==> config.mk <==
export PLATFORM = sky130hd
export DESIGN_NAME = alternate_group_reverser
export DESIGN_NICKNAME = d
export VERILOG_FILES = /design/src/sv/agr_pkg.sv /design/src/sv/alternate_group_reverser.sv /design/src/sv/agr_ram.sv /design/src/sv/agr_front.sv /design/src/sv/agr_queue.sv /design/src/sv/agr_back.sv
export SDC_FILE = /design/constraint.sdc
export NUM_CORES = 1
export LEC_CHECK = 0
export BUFFER_PORTS_ARGS = -buffer_cell sky130_fd_sc_hd__buf_2
export CORE_MARGIN = 4
export CORE_UTILIZATION = 50
export DETAILED_ROUTE_END_ITERATION = 16
export PLACE_DENSITY_LB_ADDON = 0.15
export SLEW_MARGIN = 30
export SYNTH_ARGS = -nofsm -noshare
export SYNTH_HDL_FRONTEND = slang
export SYNTH_SLANG_ARGS = --single-unit
==> constraint.sdc <==
create_clock -name aclk -period 4.3 [get_ports aclk]
set_input_delay 0.215 -clock aclk [delete_from_list [all_inputs] [get_ports aclk]]
set_output_delay 0.215 -clock aclk [all_outputs]
set_load 0.02 [all_outputs]
==> src/sv/agr_pkg.sv <==
// Package for the alternate group reverser: shared widths, defaults,
// command codes and the bank release record between front and back.
// No dependencies.
package agr_pkg;

    localparam int VALUE_W       = 32;
    localparam int GSIZE_W       = 7;
    localparam int MAX_GROUP_DEF = 16;
    localparam int QUEUE_DEPTH   = 4;

    localparam logic [GSIZE_W-1:0] GSIZE_RESET = 7'd2;

    // Command kinds carried through the queue
    localparam logic CMD_PASS = 1'b0;
    localparam logic CMD_REV  = 1'b1;

    // Back tells front that a buffer bank has been fully read out
    typedef struct packed {
        logic done;
        logic bank;
    } bank_rel_t;

endpackage

==> src/sv/alternate_group_reverser.sv <==
// Path: a passing element goes from the command queue into the output register; a reversed
// group pops its command, reads the buffer newest first and loads the output register.
// Throughput: the front takes one request per cycle until the 4-entry command queue fills
// or both ping-pong buffer banks still hold groups being read out; the back emits one
// element per cycle while the receiver is ready, idling before a reversed group and after it.
// Reset: synchronous active-low aresetn clears phase, fill, queue and output valid.
module alternate_group_reverser import agr_pkg::*; #(
    parameter int MAX_GROUP = MAX_GROUP_DEF
) (
    input  logic               aclk,
    input  logic               aresetn,
    input  logic               cfg_wr_en,
    input  logic [GSIZE_W-1:0] cfg_wr_data,
    input  logic               s_valid,
    output logic               s_ready,
    input  logic [VALUE_W-1:0] s_value,
    input  logic               s_end_of_list,
    output logic               m_valid,
    input  logic               m_ready,
    output logic [VALUE_W-1:0] m_out_value,
    output logic               m_list_done,
    output logic               m_run_last
);

    // Buffer address is {bank, slot}; each bank holds one reversing group
    localparam int CW        = $clog2(MAX_GROUP + 1);
    localparam int AW        = (MAX_GROUP > 1) ? $clog2(MAX_GROUP) : 1;
    localparam int RAM_DEPTH = 2 * (1 << AW);
    // Command word: {kind, end_of_list, bank, count, value}
    localparam int CMD_W     = VALUE_W + CW + 3;

    logic [GSIZE_W-1:0] group_size_reg;

    logic             q_push, q_pop, q_empty, q_full;
    logic [CMD_W-1:0] q_data, q_head;

    logic               ram_wr_en, ram_rd_en;
    logic [AW:0]        ram_wr_addr, ram_rd_addr;
    logic [VALUE_W-1:0] ram_rd_data;

    bank_rel_t rel;

    // Group size register; to be written only while the block is idle, which the block does not enforce
    always_ff @(posedge aclk) begin
        if (!aresetn) begin
            group_size_reg <= GSIZE_RESET;
        end else if (cfg_wr_en) begin
            group_size_reg <= cfg_wr_data;
        end
    end

    // Front: classify each request, buffer reversing elements, queue commands
    agr_front #(
        .MAX_GROUP (MAX_GROUP)
    ) u_front (
        .aclk          (aclk),
        .aresetn       (aresetn),
        .group_size    (group_size_reg),
        .s_valid       (s_valid),
        .s_ready       (s_ready),
        .s_value       (s_value),
        .s_end_of_list (s_end_of_list),
        .q_full        (q_full),
        .q_push        (q_push),
        .q_data        (q_data),
        .ram_wr_en     (ram_wr_en),
        .ram_wr_addr   (ram_wr_addr),
        .rel           (rel)
    );

    // Decouple the two sides so each can stall on its own
    agr_queue #(
        .WIDTH (CMD_W),
        .DEPTH (QUEUE_DEPTH)
    ) u_queue (
        .aclk      (aclk),
        .aresetn   (aresetn),
        .push      (q_push),
        .push_data (q_data),
        .pop       (q_pop),
        .head      (q_head),
        .empty     (q_empty),
        .full      (q_full)
    );

    // Ping-pong group buffer; contents are never cleared
    agr_ram #(
        .WIDTH (VALUE_W),
        .DEPTH (RAM_DEPTH)
    ) u_ram (
        .aclk    (aclk),
        .wr_en   (ram_wr_en),
        .wr_addr (ram_wr_addr),
        .wr_data (s_value),
        .rd_en   (ram_rd_en),
        .rd_addr (ram_rd_addr),
        .rd_data (ram_rd_data)
    );

    // Back: emit passing elements, drain reversed groups newest first
    agr_back #(
        .MAX_GROUP (MAX_GROUP)
    ) u_back (
        .aclk        (aclk),
        .aresetn     (aresetn),
        .q_head      (q_head),
        .q_empty     (q_empty),
        .q_pop       (q_pop),
        .ram_rd_en   (ram_rd_en),
        .ram_rd_addr (ram_rd_addr),
        .ram_rd_data (ram_rd_data),
        .rel         (rel),
        .m_valid     (m_valid),
        .m_ready     (m_ready),
        .m_out_value (m_out_value),
        .m_list_done (m_list_done),
        .m_run_last  (m_run_last)
    );

endmodule

==> src/sv/agr_ram.sv <==
// Generic single-write, single-read RAM with a registered read port.
// No dependencies.
module agr_ram #(
    parameter int WIDTH = 32,
    parameter int DEPTH = 32
) (
    input  logic                     aclk,
    input  logic                     wr_en,
    input  logic [$clog2(DEPTH)-1:0] wr_addr,
    input  logic [WIDTH-1:0]         wr_data,
    input  logic                     rd_en,
    input  logic [$clog2(DEPTH)-1:0] rd_addr,
    output logic [WIDTH-1:0]         rd_data
);

    logic [WIDTH-1:0] mem [DEPTH];
    logic [WIDTH-1:0] rd_data_reg;

    always_ff @(posedge aclk) begin
        if (wr_en) begin
            mem[wr_addr] <= wr_data;
        end
        if (rd_en) begin
            rd_data_reg <= mem[rd_addr];
        end
    end

    assign rd_data = rd_data_reg;

endmodule

==> src/sv/agr_front.sv <==
// Front part: accepts list elements, tracks group phase and fill, writes
// reversing groups into the ping-pong buffer and queues commands.
// Depends on agr_pkg.
module agr_front import agr_pkg::*; #(
    parameter int MAX_GROUP = MAX_GROUP_DEF
) (
    input  logic                                 aclk,
    input  logic                                 aresetn,
    input  logic [GSIZE_W-1:0]                   group_size,
    input  logic                                 s_valid,
    output logic                                 s_ready,
    input  logic [VALUE_W-1:0]                   s_value,
    input  logic                                 s_end_of_list,
    input  logic                                 q_full,
    output logic                                 q_push,
    output logic [VALUE_W+$clog2(MAX_GROUP+1)+2:0] q_data,
    output logic                                 ram_wr_en,
    output logic [((MAX_GROUP > 1) ? $clog2(MAX_GROUP) : 1):0] ram_wr_addr,
    input  bank_rel_t                            rel
);

    localparam int CW = $clog2(MAX_GROUP + 1);
    localparam int AW = (MAX_GROUP > 1) ? $clog2(MAX_GROUP) : 1;
    localparam logic [CW-1:0] MAX_C  = CW'(MAX_GROUP);
    localparam logic [CW-1:0] LAST_C = CW'(MAX_GROUP - 1);

    logic          phase_reg, phase_next;
    logic [CW-1:0] fill_reg, fill_next;
    logic          bank_reg, bank_next;
    logic [1:0]    busy_reg, busy_next;

    logic [CW-1:0] k;
    logic [CW-1:0] slot;
    logic [CW-1:0] cnt;
    logic [CW-1:0] fill_inc;
    logic          blocked;
    logic          acc;
    logic          close_rev;

    // Effective group size: zero acts as one, clamp at buffer depth
    always_comb begin
        if (group_size == '0) begin
            k = CW'(1);
        end else if (group_size > GSIZE_W'(MAX_GROUP)) begin
            k = MAX_C;
        end else begin
            k = group_size[CW-1:0];
        end
    end

    assign slot      = (fill_reg >= MAX_C) ? LAST_C : fill_reg;
    assign cnt       = slot + CW'(1);
    assign fill_inc  = fill_reg + CW'(1);
    assign blocked   = !phase_reg && (fill_reg == '0) && busy_reg[bank_reg];
    assign s_ready   = !q_full && !blocked;
    assign acc       = s_valid && s_ready;
    assign close_rev = acc && !phase_reg && ((cnt >= k) || s_end_of_list);

    assign q_push = acc && (phase_reg || close_rev);
    assign q_data = {(phase_reg ? CMD_PASS : CMD_REV), s_end_of_list, bank_reg, cnt, s_value};

    assign ram_wr_en   = acc && !phase_reg;
    assign ram_wr_addr = {bank_reg, slot[AW-1:0]};

    always_comb begin
        phase_next = phase_reg;
        fill_next  = fill_reg;
        bank_next  = bank_reg;
        busy_next  = busy_reg;
        if (rel.done) begin
            busy_next[rel.bank] = 1'b0;
        end
        if (close_rev) begin
            busy_next[bank_reg] = 1'b1;
        end
        if (acc) begin
            if (phase_reg) begin
                if (fill_inc >= k) begin
                    fill_next  = '0;
                    phase_next = 1'b0;
                end else begin
                    fill_next = fill_inc;
                end
            end else if (close_rev) begin
                fill_next  = '0;
                phase_next = 1'b1;
                bank_next  = !bank_reg;
            end else begin
                fill_next = cnt;
            end
            if (s_end_of_list) begin
                fill_next  = '0;
                phase_next = 1'b0;
            end
        end
    end

    always_ff @(posedge aclk) begin
        if (!aresetn) begin
            phase_reg <= 1'b0;
            fill_reg  <= '0;
            bank_reg  <= 1'b0;
            busy_reg  <= '0;
        end else begin
            phase_reg <= phase_next;
            fill_reg  <= fill_next;
            bank_reg  <= bank_next;
            busy_reg  <= busy_next;
        end
    end

endmodule

==> src/sv/agr_queue.sv <==
// Small command queue between the front and back parts.
// Depends on agr_pkg.
module agr_queue import agr_pkg::*; #(
    parameter int WIDTH = 40,
    parameter int DEPTH = QUEUE_DEPTH
) (
    input  logic             aclk,
    input  logic             aresetn,
    input  logic             push,
    input  logic [WIDTH-1:0] push_data,
    input  logic             pop,
    output logic [WIDTH-1:0] head,
    output logic             empty,
    output logic             full
);

    localparam int PW = (DEPTH > 1) ? $clog2(DEPTH) : 1;
    localparam int NW = $clog2(DEPTH + 1);
    localparam logic [PW-1:0] LAST_P = PW'(DEPTH - 1);

    logic [WIDTH-1:0] slots_reg [DEPTH];
    logic [PW-1:0]    wr_ptr_reg, wr_ptr_next;
    logic [PW-1:0]    rd_ptr_reg, rd_ptr_next;
    logic [NW-1:0]    count_reg, count_next;
    logic             do_push, do_pop;

    assign empty   = (count_reg == '0);
    assign full    = (count_reg == NW'(DEPTH));
    assign head    = slots_reg[rd_ptr_reg];
    assign do_push = push && !full;
    assign do_pop  = pop && !empty;

    always_comb begin
        wr_ptr_next = wr_ptr_reg;
        rd_ptr_next = rd_ptr_reg;
        count_next  = count_reg;
        if (do_push) begin
            wr_ptr_next = (wr_ptr_reg == LAST_P) ? '0 : wr_ptr_reg + PW'(1);
        end
        if (do_pop) begin
            rd_ptr_next = (rd_ptr_reg == LAST_P) ? '0 : rd_ptr_reg + PW'(1);
        end
        if (do_push && !do_pop) begin
            count_next = count_reg + NW'(1);
        end else if (do_pop && !do_push) begin
            count_next = count_reg - NW'(1);
        end
    end

    always_ff @(posedge aclk) begin
        if (do_push) begin
            slots_reg[wr_ptr_reg] <= push_data;
        end
    end

    always_ff @(posedge aclk) begin
        if (!aresetn) begin
            wr_ptr_reg <= '0;
            rd_ptr_reg <= '0;
            count_reg  <= '0;
        end else begin
            wr_ptr_reg <= wr_ptr_next;
            rd_ptr_reg <= rd_ptr_next;
            count_reg  <= count_next;
        end
    end

endmodule

==> src/sv/agr_back.sv <==
// Back part: pops commands, passes elements or reads a buffered group out
// newest first, and holds the result in the output register.
// Depends on agr_pkg.
module agr_back import agr_pkg::*; #(
    parameter int MAX_GROUP = MAX_GROUP_DEF
) (
    input  logic                                 aclk,
    input  logic                                 aresetn,
    input  logic [VALUE_W+$clog2(MAX_GROUP+1)+2:0] q_head,
    input  logic                                 q_empty,
    output logic                                 q_pop,
    output logic                                 ram_rd_en,
    output logic [((MAX_GROUP > 1) ? $clog2(MAX_GROUP) : 1):0] ram_rd_addr,
    input  logic [VALUE_W-1:0]                   ram_rd_data,
    output bank_rel_t                            rel,
    output logic                                 m_valid,
    input  logic                                 m_ready,
    output logic [VALUE_W-1:0]                   m_out_value,
    output logic                                 m_list_done,
    output logic                                 m_run_last
);

    localparam int CW = $clog2(MAX_GROUP + 1);
    localparam int AW = (MAX_GROUP > 1) ? $clog2(MAX_GROUP) : 1;

    typedef enum logic [1:0] {
        B_IDLE = 2'b01,
        B_REV  = 2'b10
    } back_state_t;

    back_state_t       state_reg, state_next;
    logic [CW-1:0]     rem_reg, rem_next;
    logic              bank_reg, bank_next;
    logic              eol_reg, eol_next;
    logic              pend_reg, pend_next;
    logic              pend_done_reg, pend_done_next;
    logic              pend_last_reg, pend_last_next;
    logic              m_valid_reg, m_valid_next;
    logic [VALUE_W-1:0] m_value_reg, m_value_next;
    logic              m_done_reg, m_done_next;
    logic              m_last_reg, m_last_next;

    logic               h_kind, h_eol, h_bank;
    logic [CW-1:0]      h_cnt;
    logic [VALUE_W-1:0] h_value;
    logic [CW-1:0]      rem_m1;
    logic               out_free, issue, load_pend, load_pass, finish;

    assign {h_kind, h_eol, h_bank, h_cnt, h_value} = q_head;

    assign out_free  = !m_valid_reg || m_ready;
    assign rem_m1    = rem_reg - CW'(1);
    assign issue     = (state_reg == B_REV) && (rem_reg != '0) && (!pend_reg || out_free);
    assign load_pend = pend_reg && out_free;
    assign finish    = (state_reg == B_REV) && (rem_reg == '0) && !pend_reg;
    assign q_pop     = !q_empty && (state_reg == B_IDLE) && !pend_reg
                       && ((h_kind == CMD_REV) || out_free);
    assign load_pass = q_pop && (h_kind == CMD_PASS);

    assign ram_rd_en   = issue;
    assign ram_rd_addr = {bank_reg, rem_m1[AW-1:0]};
    assign rel.done    = finish;
    assign rel.bank    = bank_reg;

    always_comb begin
        state_next     = state_reg;
        rem_next       = rem_reg;
        bank_next      = bank_reg;
        eol_next       = eol_reg;
        pend_next      = pend_reg;
        pend_done_next = pend_done_reg;
        pend_last_next = pend_last_reg;
        m_valid_next   = m_valid_reg;
        m_value_next   = m_value_reg;
        m_done_next    = m_done_reg;
        m_last_next    = m_last_reg;

        if (q_pop && (h_kind == CMD_REV)) begin
            state_next = B_REV;
            rem_next   = h_cnt;
            bank_next  = h_bank;
            eol_next   = h_eol;
        end
        if (finish) begin
            state_next = B_IDLE;
        end

        if (load_pend) begin
            pend_next = 1'b0;
        end
        if (issue) begin
            rem_next       = rem_m1;
            pend_next      = 1'b1;
            pend_last_next = (rem_reg == CW'(1));
            pend_done_next = eol_reg && (rem_reg == CW'(1));
        end

        if (load_pend) begin
            m_valid_next = 1'b1;
            m_value_next = ram_rd_data;
            m_done_next  = pend_done_reg;
            m_last_next  = pend_last_reg;
        end else if (load_pass) begin
            m_valid_next = 1'b1;
            m_value_next = h_value;
            m_done_next  = h_eol;
            m_last_next  = 1'b1;
        end else if (m_ready) begin
            m_valid_next = 1'b0;
        end
    end

    always_ff @(posedge aclk) begin
        if (!aresetn) begin
            state_reg   <= B_IDLE;
            rem_reg     <= '0;
            pend_reg    <= 1'b0;
            m_valid_reg <= 1'b0;
        end else begin
            state_reg   <= state_next;
            rem_reg     <= rem_next;
            pend_reg    <= pend_next;
            m_valid_reg <= m_valid_next;
        end
    end

    always_ff @(posedge aclk) begin
        bank_reg      <= bank_next;
        eol_reg       <= eol_next;
        pend_done_reg <= pend_done_next;
        pend_last_reg <= pend_last_next;
        m_value_reg   <= m_value_next;
        m_done_reg    <= m_done_next;
        m_last_reg    <= m_last_next;
    end

    assign m_valid     = m_valid_reg;
    assign m_out_value = m_value_reg;
    assign m_list_done = m_done_reg;
    assign m_run_last  = m_last_reg;

endmodule

==> parameters.txt <==
Parameter                              Value

Run status
  Status ... finished clean

Finish
  Filler cell count in the final layout ... 7023
  Area added between synthesis and finish ... 14.7%
  Footprint of the flip-flops and latches ... 0.0383 mm²
  Area used by multi-input combinational logic ... 0.0108 mm²
  Total non-filler cell area in the finished layout ... 0.0567 mm²
  Most used cells in the layout excluding fill and tap cells ... sky130_fd_sc_hd__edfxtp_1 (1254), sky130_fd_sc_hd__mux4_2 (296), sky130_fd_sc_hd__clkbuf_16 (141)
  Most common cell after layout, fill and taps aside ... sky130_fd_sc_hd__edfxtp_1
  Proportion of layout cells with a drive suffix above 1 ... 28.9%
  Number of flip-flops under the largest register name ... 1024
  Final net count ... 2474

Flow run
  Max Cap Violations ... 0

Logic synthesis
  Syn_area_per_cell ... 22.4 µm²
  Distinct cell type count of the synthesized netlist ... 60
  Sequential element share of the synthesized area ... 77.5%
  Cell Area, Synth ... 0.0495 mm²
  Leading post-synthesis cells by cell area ... sky130_fd_sc_hd__edfxtp_1 (76%), sky130_fd_sc_hd__mux4_2 (13%), sky130_fd_sc_hd__mux2i_1 (2.1%)
  Synthesized instance count ... 2206
  Share of the synthesized area in the top cell type ... 76.1%
  Flop and latch count out of synthesis ... 1288
  Number of nets in the synthesized netlist ... 2276
  Cell accounting for the most synthesized area ... sky130_fd_sc_hd__edfxtp_1
  Total number of yosys warnings ... 0
  Ys flop type ... sky130_fd_sc_hd__edfxtp_1
  Asr flop ratio synth ... 0%
  Number of enable-type register cells in the synthesized netlist ... 1254

Global route
  Gr usage total ... 22.5%
  Number of global-route vias before repair ... 23.8k
  Wire length of the first global-routing pass ... 167 mm
  Pin count of the biggest net entering global routing ... 106
  Remaining Overflow, GRT ... 0
  Initial antenna violation count ... 6

CTS
  CTS tree ... done
  Longest Clk Path Bufs ... 3
  Hold buffer count at CTS ... 19
  Clock-pin slew of the registers on the worst-case setup and hold paths ... 0.06 ns
  Number of gates resized after CTS ... 0
  Latest clock arrival within the worst-skew pair ... 0.73 ns
  Root buffer cell ... sky130_fd_sc_hd__clkbuf_16
  TritonCTS buffer count ... 134
  Total number of H-tree levels ... 4
  Count of clock tree sinks ... 1288
  Buffer count from post-CTS setup fixing ... 0

Critical path
  Arrival time of the worst setup path ... 4.42 ns
  Data required time of the critical path ... 4.94 ns
  CP Capture Type ... flip-flop
  Startpoint Class ... flip-flop
  CP Class ... reg2reg
  R2R Setup Slk ... 0.53 ns
  Peak fanout along the critical path ... 11

Route
  Via total after detailed routing ... 23.2k
  Post-route DRC ... 0
  Post-DR vias/cell ... 6.10
  Mean routed wirelength per cell ... 30.2 µm
  WL final ... 115 mm
  Starting DRC count in detailed routing ... 2294
  Iteration count of the initial detailed-routing pass ... 5
  Antenna Nets Post-Route ... 0

STA
  RSZ-0062 raised after global routing ... no
  Max_slew headroom ... 35.7%
  Period utilization ... 87.8%
  Max Transition Viols Final ... 0
  Maximum clock frequency ... 0.265 GHz
  Tightest Pin Transition ... 0.964 ns
  Final setup viols ... 0
  Post-route clock skew ... 0.0228 ns
  Setup TNS ... 0 ns
  Final-report hold violation count ... 0
  Min Clock Period, post-route ... 3.77 ns

Floorplan
  Placement row count ... 115
  Initial core utilization ... 50.3%
  Top-level port count ... 81
  Floorplan die width ... 323 µm
  Die boundary height ... 323 µm
  Placeable core region ... 0.0983 mm²
  Die Outline Area ... 0.104 mm²

Power
  Static Leak ... 18.1 nW
  Pwr/cell area ... 656 mW/mm²
  Total chip power ... 0.0372 W
  Largest vdd supply drop ... 0.000704 V

Placed design
  Post-detail-place hpwl ... 63.9 mm
  Port bufs ... 80
  Gp weighted congestion ... 0.800
  Cell Area, Placed ... 0.0521 mm²

Hold path
  Class of the most critical hold timing path ... in2reg
==> synth_stat cells (all sizes together) (3+ instances only) <==
cell	n
edfxtp	1254
mux4	296
mux2i	106
nand2	92
buf	84
nor2	56
a221oi	34
a32o	34
dfxtp	34
mux2	34
clkbuf	27
ha	24
inv	17
a21oi	13
o21ai	12
nor2b	8
nand2b	6
xor2	6
a31oi	5
and2	5
and3	5
nand3	5
xnor2	4
nor3	3
nor4	3
nor4b	3
o211a	3
o211ai	3
or2	3
==> power breakdown <==
group / internal [W] / leakage, nW / switching, W
logic: 0.00469 / 4.42 / 0.00639
registers: 0.0145 / 11.6 / 0.000177
clock network: 0.00690 / 2.14 / 0.00463
==> per-stage QoR <==
stage / utilization [%] / cells / worst slack, ns / hold WS, ns
detailed placement: 53.0 / 3535 / 0.545 / 0.482
finish: 57.7 / 3798 / 0.526 / 0.0614
global route: 57.7 / 3796 / 0.315 / 0.0554
global placement: 53.0 / 3534 / 0.616 / 0.454
CTS: 57.7 / 3795 / 0.551 / 0.00331
floorplan: - / 2206 / 0.799 / 0.314
==> routing by layer <==
layer / GRT usage (%) / vias to the layer above / routed length (µm)
met5: 0 / - / 13
li1: - / 9709 / -
met3: 4.74 / 186 / 8220
met2: 34.7 / 865 / 54100
met4: 6.93 / 2 / 3080
met1: 32.9 / 12419 / 49200
==> critical path: stages, from the launching register on <==
cell and delay, ns:
sky130_fd_sc_hd__dfxtp_1 0.42, sky130_fd_sc_hd__nor2_1 0.39, sky130_fd_sc_hd__inv_1 0.16, sky130_fd_sc_hd__ha_1 0.28, sky130_fd_sc_hd__xnor2_1 0.14, sky130_fd_sc_hd__buf_4 0.16
sky130_fd_sc_hd__ha_1 0.29, sky130_fd_sc_hd__a21o_1 0.12, sky130_fd_sc_hd__a31oi_1 0.06, sky130_fd_sc_hd__o211a_1 0.29, sky130_fd_sc_hd__nor2_1 0.12, sky130_fd_sc_hd__ha_1 0.20
sky130_fd_sc_hd__inv_1 0.07, sky130_fd_sc_hd__fa_1 0.38, sky130_fd_sc_hd__xor2_1 0.16, sky130_fd_sc_hd__or3_1 0.30, sky130_fd_sc_hd__a21oi_1 0.15
==> logic make-up after synthesis <==
group           Yosys count  share of synthesized area (%)
simple gates            200                           1.88
mux                     436                           16.4
xor+xnor                 10                          0.177
flops                  1288                           77.5
fa+ha+maj                25                          0.648
buf+inv                 128                           1.39
compound gates          119                           1.98
==> path summary, 6_finish.rpt <==
kind,start,end,cells past startpoint
worst max-delay path,u_front.fill_reg[4]$_SDFFE_PN0P_,u_queue.count_reg[2]$_SDFFE_PN0P_,16
worst min-delay path,s_value[12],u_ram.mem[31][12]$_DFFE_PP_,1
worst max register to register,u_front.fill_reg[4]$_SDFFE_PN0P_,u_queue.count_reg[2]$_SDFFE_PN0P_,16
worst min register to register,u_queue.rd_ptr_reg[0]$_SDFFE_PN0P_,flip-flop,2
==> layout make-up <==
type,instances,share of cell area [%]
multi-input combinational,790,19.0
inverter,17,0.112
sequential,1288,67.6
antenna,2,0.00882
tap,1287,2.84
timing repair buffer,173,2.73
clock inverter,73,1.35
clock buffer,168,6.41
(Power assumes the default switching activity.)
